File: src/design/assert_macros.svh
// ----------------------------------------------------------------------------
// Assertion macros
// Shared concurrent assertion forms for the millisecond timer modules.
// ----------------------------------------------------------------------------
`ifndef ASSERT_MACROS_SVH
`define ASSERT_MACROS_SVH

// Same-cycle implication, disabled while reset is asserted
`define ASSERT_SAME(lbl, clk, rst_n, ante, cons, msg) \
  lbl: assert property (@(posedge clk) disable iff (!rst_n) (ante) |-> (cons)) \
    else $error(msg);

// Next-cycle implication, disabled while reset is asserted
`define ASSERT_NEXT(lbl, clk, rst_n, ante, cons, msg) \
  lbl: assert property (@(posedge clk) disable iff (!rst_n) (ante) |=> (cons)) \
    else $error(msg);

`endif

File: src/design/rtcms_pkg.sv
// ----------------------------------------------------------------------------
// rtcms_pkg
// Types, operation codes and constants for the RTC millisecond timer.
// ----------------------------------------------------------------------------
package rtcms_pkg;

  // Operation codes carried in tuser
  localparam logic [2:0] FUNC_CLEAR     = 3'd0;
  localparam logic [2:0] FUNC_READ32    = 3'd1;
  localparam logic [2:0] FUNC_READ16    = 3'd2;
  localparam logic [2:0] FUNC_ELAPSED32 = 3'd3;
  localparam logic [2:0] FUNC_ELAPSED16 = 3'd4;

  // Configuration register indexes
  localparam logic CFG_SHORT_WRAP = 1'b0;
  localparam logic CFG_RATE_SEL   = 1'b1;

  // Short counter wrap point
  localparam logic [31:0] SHORT_WRAP_POINT = 32'hA8C0_0000;

  // Milliseconds per full counter wrap
  localparam logic [31:0] WRAP_MS_FULL_FAST  = 32'd131072000;
  localparam logic [31:0] WRAP_MS_FULL_SLOW  = 32'd134217728;
  localparam logic [31:0] WRAP_MS_SHORT_FAST = 32'd86400000;
  localparam logic [31:0] WRAP_MS_SHORT_SLOW = 32'd88473600;

  typedef struct packed {
    logic short_wrap;   // counter wraps at SHORT_WRAP_POINT
    logic rate_sel;     // 0: 32768 Hz, 1: 32000 Hz
  } cfg_t;

  // Payload handed from the state stage to the output stage
  typedef struct packed {
    logic [2:0]  func;
    logic [31:0] elapsed;
    logic [31:0] offset_ms;
    logic [31:0] reference_ms;
  } stage_t;

  // Millisecond length of one counter wrap
  function automatic logic [31:0] wrap_ms(input logic short_wrap, input logic rate_sel);
    logic [31:0] ms;
    case ({short_wrap, rate_sel})
      2'b00:   ms = WRAP_MS_FULL_FAST;
      2'b01:   ms = WRAP_MS_FULL_SLOW;
      2'b10:   ms = WRAP_MS_SHORT_FAST;
      default: ms = WRAP_MS_SHORT_SLOW;
    endcase
    return ms;
  endfunction

endpackage

File: src/design/rtcms_state.sv
// ----------------------------------------------------------------------------
// rtcms_state
// Tick base, previous elapsed count and wrap offset, plus the first
// pipeline register holding the operation, elapsed count, offset and reference for the output stage.
// ----------------------------------------------------------------------------
`include "assert_macros.svh"

module rtcms_state (
  input  logic                  clk,
  input  logic                  rst_n,
  input  rtcms_pkg::cfg_t       cfg,
  input  logic                  in_valid,
  output logic                  in_ready,
  input  logic [2:0]            in_func,
  input  logic [31:0]           in_ticks,
  input  logic [31:0]           in_reference_ms,
  output logic                  st_valid,
  input  logic                  st_ready,
  output rtcms_pkg::stage_t     st_data
);

  logic [31:0]       tick_base_r, tick_base_nxt;
  logic [31:0]       prev_elapsed_r, prev_elapsed_nxt;
  logic [31:0]       wrap_offset_r, wrap_offset_nxt;
  logic              st_valid_r;
  rtcms_pkg::stage_t st_data_r, st_data_nxt;
  logic              accept;
  logic              is_read;
  logic [31:0]       elapsed;

  // Stage can take a new transaction when empty or draining this cycle
  assign in_ready = !st_valid_r || st_ready;
  assign accept   = in_valid && in_ready;
  assign st_valid = st_valid_r;
  assign st_data  = st_data_r;

  assign is_read = (in_func == rtcms_pkg::FUNC_READ32) ||
                   (in_func == rtcms_pkg::FUNC_READ16) ||
                   (in_func == rtcms_pkg::FUNC_ELAPSED32) ||
                   (in_func == rtcms_pkg::FUNC_ELAPSED16);

  // Ticks since base, modulo the wrap point
  always_comb begin
    if (cfg.short_wrap && (in_ticks < tick_base_r)) begin
      elapsed = (rtcms_pkg::SHORT_WRAP_POINT - tick_base_r) + in_ticks;
    end else begin
      elapsed = in_ticks - tick_base_r;
    end
  end

  // State update for clear and read operations
  always_comb begin
    tick_base_nxt    = tick_base_r;
    prev_elapsed_nxt = prev_elapsed_r;
    wrap_offset_nxt  = wrap_offset_r;
    if (in_func == rtcms_pkg::FUNC_CLEAR) begin
      tick_base_nxt    = in_ticks;
      prev_elapsed_nxt = '0;
      wrap_offset_nxt  = '0;
    end else if (is_read) begin
      prev_elapsed_nxt = elapsed;
      if (elapsed < prev_elapsed_r) begin
        wrap_offset_nxt = wrap_offset_r + rtcms_pkg::wrap_ms(cfg.short_wrap, cfg.rate_sel);
      end
    end
    st_data_nxt.func         = in_func;
    st_data_nxt.elapsed      = elapsed;
    st_data_nxt.offset_ms    = wrap_offset_nxt;
    st_data_nxt.reference_ms = in_reference_ms;
  end

  // Timer state
  always_ff @(posedge clk) begin
    if (!rst_n) begin
      tick_base_r    <= '0;
      prev_elapsed_r <= '0;
      wrap_offset_r  <= '0;
    end else if (accept) begin
      tick_base_r    <= tick_base_nxt;
      prev_elapsed_r <= prev_elapsed_nxt;
      wrap_offset_r  <= wrap_offset_nxt;
    end
  end

  // Pipeline register
  always_ff @(posedge clk) begin
    if (!rst_n) begin
      st_valid_r <= 1'b0;
    end else if (in_ready) begin
      st_valid_r <= in_valid;
    end
  end

  always_ff @(posedge clk) begin
    if (accept) begin
      st_data_r <= st_data_nxt;
    end
  end

  `ASSERT_NEXT(a_clear_zeroes, clk, rst_n, accept && (in_func == rtcms_pkg::FUNC_CLEAR), (prev_elapsed_r == 32'd0) && (wrap_offset_r == 32'd0), "clear did not zero the state")
  `ASSERT_NEXT(a_base_only_on_clear, clk, rst_n, !(accept && (in_func == rtcms_pkg::FUNC_CLEAR)), $stable(tick_base_r), "tick base changed without a clear")
  `ASSERT_NEXT(a_stage_holds, clk, rst_n, st_valid_r && !st_ready, st_valid_r && $stable(st_data_r), "stage register lost a stalled transaction")

endmodule

File: src/design/rtc_tick_millisecond_timer.sv
// ----------------------------------------------------------------------------
// rtc_tick_millisecond_timer
// Millisecond timer built on a free-running RTC tick counter.
// ----------------------------------------------------------------------------
// Usage:
//   Each input transaction carries an RTC reading and a reference time in
//   in_tdata and an operation code in in_tuser (clear, read32, read16,
//   elapsed32, elapsed16). Every input transaction yields exactly one output
//   transaction on out_tdata, in order; clear and unused codes return zero.
//   Configuration (wrap mode, tick rate) is written on the cfg_ port while
//   the block is idle, one register per cycle, no read-back.
// Pipeline and throughput:
//   Two register stages: the state stage updates base, previous elapsed
//   count and wrap offset at acceptance; the output stage converts ticks to
//   milliseconds (constant multiply by 125 and shift, or shift by 5) and
//   applies the offset and reference. One transaction is accepted every
//   cycle unless both registers are full and out_tready is low.
// Reset and stalls:
//   Synchronous active-low reset clears the state and both configuration
//   registers and empties the pipeline. When out_tready is low the output
//   register and stage register hold; in_tready drops once both are full.
// ----------------------------------------------------------------------------
`include "assert_macros.svh"

module rtc_tick_millisecond_timer (
  input  logic        clk,
  input  logic        rst_n,
  input  logic        cfg_we,
  input  logic        cfg_index,
  input  logic        cfg_wdata,
  input  logic        in_tvalid,
  output logic        in_tready,
  input  logic [63:0] in_tdata,   // [31:0] rtc_ticks, [63:32] reference_ms
  input  logic [2:0]  in_tuser,   // [2:0] func
  output logic        out_tvalid,
  input  logic        out_tready,
  output logic [31:0] out_tdata   // [31:0] time_ms
);

  rtcms_pkg::cfg_t   cfg_r;
  rtcms_pkg::stage_t st_data;
  logic              st_valid;
  logic              st_ready;
  logic              out_valid_r;
  logic [31:0]       out_data_r, out_data_nxt;
  logic [38:0]       prod;
  logic [26:0]       ms;
  logic [31:0]       total;
  logic [31:0]       since_ref;

  // Configuration registers
  always_ff @(posedge clk) begin
    if (!rst_n) begin
      cfg_r <= '0;
    end else if (cfg_we) begin
      unique case (cfg_index)
        rtcms_pkg::CFG_SHORT_WRAP: cfg_r.short_wrap <= cfg_wdata;
        rtcms_pkg::CFG_RATE_SEL:   cfg_r.rate_sel   <= cfg_wdata;
        default:                   cfg_r            <= cfg_r;
      endcase
    end
  end

  rtcms_state u_state (
    .clk             (clk),
    .rst_n           (rst_n),
    .cfg             (cfg_r),
    .in_valid        (in_tvalid),
    .in_ready        (in_tready),
    .in_func         (in_tuser),
    .in_ticks        (in_tdata[31:0]),
    .in_reference_ms (in_tdata[63:32]),
    .st_valid        (st_valid),
    .st_ready        (st_ready),
    .st_data         (st_data)
  );

  // Ticks to ms: x*1000/32768 = (x*125)>>12, x*1000/32000 = x>>5
  assign prod = ({7'd0, st_data.elapsed} << 7) - ({7'd0, st_data.elapsed} << 1)
              - ({7'd0, st_data.elapsed} << 0);
  assign ms   = cfg_r.rate_sel ? st_data.elapsed[31:5] : prod[38:12];

  assign total     = {5'd0, ms} + st_data.offset_ms;
  assign since_ref = total - st_data.reference_ms;

  // Result selection by operation
  always_comb begin
    case (st_data.func)
      rtcms_pkg::FUNC_READ32:    out_data_nxt = total;
      rtcms_pkg::FUNC_READ16:    out_data_nxt = {16'd0, total[15:0]};
      rtcms_pkg::FUNC_ELAPSED32: out_data_nxt = since_ref;
      rtcms_pkg::FUNC_ELAPSED16: out_data_nxt = {16'd0, since_ref[15:0]};
      default:                   out_data_nxt = '0;
    endcase
  end

  // Output register
  assign st_ready = !out_valid_r || out_tready;

  always_ff @(posedge clk) begin
    if (!rst_n) begin
      out_valid_r <= 1'b0;
    end else if (st_ready) begin
      out_valid_r <= st_valid;
    end
  end

  always_ff @(posedge clk) begin
    if (st_ready && st_valid) begin
      out_data_r <= out_data_nxt;
    end
  end

  assign out_tvalid = out_valid_r;
  assign out_tdata  = out_data_r;

  `ASSERT_SAME(a_ready_only_when_full, clk, rst_n, !in_tready, st_valid && out_valid_r && !out_tready, "input stalled while the pipeline had room")
  `ASSERT_NEXT(a_stage_moves, clk, rst_n, st_valid && st_ready, out_valid_r, "stage transaction was not taken into the output register")
  `ASSERT_NEXT(a_out_holds, clk, rst_n, out_valid_r && !out_tready, out_valid_r && $stable(out_data_r), "stalled result changed")

endmodule

File: config.mk
export PLATFORM = sky130hd
export DESIGN_NAME = rtc_tick_millisecond_timer
export DESIGN_NICKNAME = d
export VERILOG_FILES = /design/src/design/rtcms_pkg.sv /design/src/design/rtcms_state.sv /design/src/design/rtc_tick_millisecond_timer.sv
export VERILOG_INCLUDE_DIRS = /design/src /design/src/design
export SDC_FILE = /design/constraint.sdc
export NUM_CORES = 1
export LEC_CHECK = 0
export BUFFER_PORTS_ARGS = -buffer_cell sky130_fd_sc_hd__buf_2
export CAP_MARGIN = 20
export CORE_MARGIN = 4
export CORE_UTILIZATION = 58
export CTS_CLUSTER_SIZE = 25
export DETAILED_ROUTE_END_ITERATION = 8
export PLACE_DENSITY_LB_ADDON = 0.15
export SYNTH_ARGS = -nofsm -noshare
export SYNTH_HDL_FRONTEND = slang
export SYNTH_SLANG_ARGS = --single-unit
export TNS_END_PERCENT = 5
File: constraint.sdc
create_clock -name clk -period 9.3 [get_ports clk]
set_input_delay 0.465 -clock clk [delete_from_list [all_inputs] [get_ports clk]]
set_output_delay 0.465 -clock clk [all_outputs]
set_load 0.02 [all_outputs]
* After elaboration in Yosys (flattened, before gate mapping) *
Index checks and enable logic that the tools add are counted.

storage, ports and cells
  register bits = 231
  latch bits = 0
  memory bits (writable) = 0
  memory bits (read-only) = 0
  input bits = 74
  word-level logic and storage cells = 62
  memories = 0

operators by class
  add/subtract/negate cells = 8
  multipliers = 0
  div/mod/pow operators = 0
  magnitude comparators = 2
  equality and inequality tests = 10
  shift-type cells = 0
  multiplexer cells = 12
  bitwise gates (word level) = 1
  reductions and logical operators = 17

operators by type and width
  cell                      count
  $mux W32                  9
  $pmux W32 S4              1
  $pmux W28 S3              1
  $add A32 B32 Y32          2
  $lt A32 B32 Y1            2
  $sub A32 B32 Y32          2
  $sub A39 B32 Y39          1
  $sub A39 B33 Y39          1
  $add A27 B32 Y32          1
  $sub A32 B32 Y32 const A  1
  $mux W27                  1
  $eq A3 B2 Y1 const B      4
  $reduce_and A2 Y1         4
  $eq A3 B1 Y1 const B      2
  $eq A3 B3 Y1 const B      2
  $logic_or A1 B1 Y1        5
  $logic_and A1 B1 Y1       3
  $logic_not A3 Y1          1
  $eq A2 B1 Y1 const B      1
  $eq A2 B2 Y1 const B      1
  $logic_not A1 Y1          2
  $logic_not A2 Y1          1
  $reduce_bool A2 Y1        1
  $not A1 Y1                1

* Depth between registers and ports, before layout *
  depth in word-level cells = 11
  gate-level depth with buffers = 35
  gate-level depth less buffers = 35

* Modules after synthesis *
A second synthesis with hierarchy kept.

second synthesis, totals
  cell total of the unflattened synthesis = 2161
  area, all modules = 19556.3 um2

by module, submodules not included
  module                      instances  cells an instance  area an instance (um2)  sequential area each (um2)
  rtcms_state                 1          1274               12348.1                 4914.7
  rtc_tick_millisecond_timer  1          887                7208.2                  1021.0

* Least setup slack after synthesis *
OpenSTA, ideal clock, no wires.

  kind = register -> register
  from = register u_state.st_data_r (netlist bit u_state.st_data[75])
  to = register out_data_r[31], in the netlist out_tdata[31], data pin
  data arrival time = 6.503 ns
  data required time = 9.032 ns
  path slack = 2.530 ns
  stages on the path, launching flop included = 32
  period minus slack after synthesis = 6.770 ns
  cell sequence = edfxtp_1 > inv_1 > fa_1 > ha_1 > clkbuf_1 > a211oi_1 > o21ai_1 > a32o_1 > a211oi_1 > o21ai_0 > a21oi_1 > o21ai_0 > a21oi_1 > xor2_1 > o21ai_0 > ha_1 > nand4_1 > a211o_1 > a211o_1 > a311o_1 > o211a_1 > nor3b_2 > xor2_1 > ha_1 > a21oi_1 > o21ai_0 > a2bb2oi_1 > o31a_1 > a31oi_1 > xor2_1 > and3_1 > nor3_1

between the ends
  longest elaborated chain between the ends = 6

ends and longest elaborated chain
  what                    RTL line                           RTL
  start, declared         rtcms_state.sv:26                  rtcms_pkg::stage_t st_data_r, st_data_nxt;
  start signal, assigned  rtcms_state.sv:96                  st_data_r <= st_data_nxt;
  $sub A39 B33 Y39        rtc_tick_millisecond_timer.sv:79   assign prod = ({7'd0, st_data.elapsed} << 7) - ({7'd0, st_data.elapsed} << 1)
  $sub A39 B32 Y39        rtc_tick_millisecond_timer.sv:80   - ({7'd0, st_data.elapsed} << 0);
  $mux W27 (*)            rtc_tick_millisecond_timer.sv:81   assign ms = cfg_r.rate_sel ? st_data.elapsed[31:5] : prod[38:12];
  $add A27 B32 Y32 (*)    rtc_tick_millisecond_timer.sv:83   assign total = {5'd0, ms} + st_data.offset_ms;
  $sub A32 B32 Y32        rtc_tick_millisecond_timer.sv:84   assign since_ref = total - st_data.reference_ms;
  $pmux W32 S4 (*)        rtc_tick_millisecond_timer.sv:88   case (st_data.func)
  net out_data_nxt[31]    rtc_tick_millisecond_timer.sv:45   logic [31:0] out_data_r, out_data_nxt;
  end signal, assigned    rtc_tick_millisecond_timer.sv:110  out_data_r <= out_data_nxt;
  end, declared           rtc_tick_millisecond_timer.sv:45

The timed path passes the listed nets; every way through them passes the cells marked *.
A chain may end at the register's enable or synchronous reset.

* Worst setup path after layout *
Ends and elaborated chain as after synthesis.

==> metrics.txt <==
top post-synthesis cells by count inv_1 (254), nand2_1 (226), ha_1 (221), a21oi_1 (192), edfxtp_1 (131); Pleak 9.381 nW; Post-Syn Area 19450 µm²; largest family of logic cells by synthesized area compound AO/OA/AOI/OAI gates; worst slew pin tran 1.056 ns; die area 36520 µm²; number of nets with antenna violations after routing 0; min Tclk post-route 7.670 ns; arrival time worst endpoint 7.96 ns; Async SR Flop Fraction 0%; drt drc 0; Max transition margin 29.37%; Synth Warn # 0; dpl cells 2710; maximum clock path buffer count 3; area delta synth->final 10.36%; Final Cell Area 21460 µm²; Post-CTS Setup Bufs 0; clk sinks 231; area fraction in compound gates after synthesis 21.13%; ys flop type edfxtp_1; Clock Latency Late Sink 0.56 ns; flops & latches, synth 231; CTS Buf Count 28; crit share post-route 82.47%; Worst Skew 0.01530 ns; total number of vias 15990; final wirelength 45.37 mm; Die Height 191.1 µm; share of cells above drive strength 1 9.091%; CTS H-tree depth 1; # setup viols final 0; XOR/XNOR share of the synthesized area 6.665%; top-area cell type share of the netlist area 20.23%; largest net degree at the start of global routing 71; initial antenna violation count 0; area leader, netlist edfxtp_1; Initial Util 59.32%; most common cell in the netlist inv_1; Final Hold Vio Count 0; top cells by area, synth edfxtp_1 (20%), ha_1 (14%), dfxtp_1 (10%); I/O Pins 108; Starting DRT DRC Count 938; Hold Crit Class in -> reg; sequential fraction of the synthesis area 30.52%; nets 2650; Net Count, Synth 2549; crit path capture type flip-flop; run status complete, no violations; count of different cell masters after synthesis 91; cts repair resizes 0; site row count 66; first-pass GRT wire length 74.89 mm; core box area 32780 µm²; Antenna Cells 0; grt ovf 0; Total GRT Usage 24.47%; vias in the first global route 15600; Startpoint Class flip-flop; Die Wd 191.1 µm; Setup CP Type reg -> reg; Worst path slowest cell a2111oi_0; EDFF count, synth 131; clock edge transition at the registers on the reported setup and hold paths 0.06 ns; Post-Synth Adder-Cell Area 19.98%; simple-gate share of the synthesized area 14.00%; worst-path fanout max 8; max-cap viol count 0; I/O Buffers 107; Placement Cell Area 20450 µm²; post-detailed-route wirelength per cell 16.42 µm; DP Wirelength 35.30 mm; Fmax 130.4 MHz; PwrDens 288.6 nW/µm²; routability congestion estimate from global placement 0.9349; Crit path largest cell delay 0.49 ns; Non-Filler Instances 2763; first-pass iteration count of the detailed router 5; Clock Tree Root clkbuf_16; Worst VDD drop 0.2295 mV; average size of a mapped cell 8.848 µm²; setup TNS 0 ns; mux cell area share after synthesis 1.673%; Required @ worst endpoint 9.59 ns; vias per cell 5.788; CTS tree built; max-slew violations 0; cts hold-fix bufs 0; synthesized instance count 2198; RSZ-0062 raised after global routing false
## cells by family after synthesis
kind of cell	Yosys count
AO/OA/AOI/OAI	626
XOR/XNOR	148
adder cells (fa/ha/maj)	277
buffers and inverters	305
flip-flops	231
multiplexers	32
AND/OR/NAND/NOR	579
## power by group
| group | switching (mW) | leakage [nW] | total [mW] | internal, mW |
|---|---|---|---|---|
| Combinational | 2.18 | 6.81 | 3.76 | 1.59 |
| Sequential | 0.0455 | 2.10 | 1.26 | 1.21 |
| Clock | 0.438 | 0.474 | 1.17 | 0.736 |
## worst paths after layout
| kind | from | endpoint | slack, ns | depth (start not counted) |
|---|---|---|---|---|
| setup / recovery | u_state.st_data[75]$_DFFE_PP_ | out_tdata[31]$_DFFE_PP_ | 1.63 | 30 |
| hold / removal | in_tdata[45] | u_state.st_data[13]$_DFFE_PP_ | 0.08 | 1 |
| setup reg to reg | u_state.st_data[75]$_DFFE_PP_ | out_tdata[31]$_DFFE_PP_ | 1.63 | 30 |
| hold reg to reg | u_state.tick_base_r[24]$_SDFFE_PN0P_ | u_state.tick_base_r[24]$_SDFFE_PN0P_ | 0.46 | 2 |
## layout make-up
class                           instances  area [µm²]
Tap cell                              442       553.0
Multi-Input combinational cell       1662       12360
Clock inverter                         15       222.7
Fill cell                            2743       11320
Clock buffer                           37       787.0
Sequential cell                       231        5936
Inverter                              255       959.7
Timing Repair Buffer                  121       640.6
## critical path, delay by kind of cell (launching register included)
kind | cells | cell delay [ns]
AO/OA/AOI/OAI | 20 | 4.51
adder cells (fa/ha/maj) | 4 | 1.63
flip-flops | 1 | 0.43
XOR/XNOR | 3 | 0.42
AND/OR/NAND/NOR | 2 | 0.24
buffers and inverters | 1 | 0.16
## per-layer routing
| layer | up-vias | routed length [µm] | GRT usage (%) |
|---|---|---|---|
| li1 | 7997 | - | - |
| met1 | 7470 | 20020 | 31.59 |
| met2 | 427 | 21650 | 42.88 |
| met3 | 98 | 2225 | 3.159 |
| met4 | 0 | 1472 | 7.624 |
| met5 | - | 0 | 0 |
## flip-flops by register name, indices dropped and copies added (netlist names)
register                flops
u_state.wrap_offset_r      32
u_state.prev_elapsed_r     32
u_state.st_data            99
u_state.tick_base_r        32
u_state.st_valid            1
out_tdata                  32
out_tvalid                  1
cfg_r                       2
## placed cells by master (no fill, tap or decap), drive strengths merged, types with 31 or more instances in the layout
cell type and count:
a21o 52, a21oi 194, a22o 43, buf 121, clkbuf 37, dfxtp 100, edfxtp 131, fa 56
ha 221, inv 256, nand2 226, nand3 43, nor2 124, nor3 31, o21ai 140, xnor2 99
xor2 49
## through the flow
| step | hold slack, ns | setup WS, ns | utilization, % | power (mW) |
|---|---|---|---|---|
| finish | 0.07658 | 1.630 | 65.47 | 6.193 |
| global placement | 0.4430 | 1.967 | 62.37 | 4.909 |
| floorplan | 0.4363 | 2.530 | - | 4.224 |
| CTS | 0.04391 | 1.714 | 65.45 | 6.179 |
| detailed placement | 0.4474 | 1.715 | 62.37 | 4.977 |
| global route | 0.05101 | 0.7948 | 65.47 | 6.716 |
(Power assumes the default switching activity.)
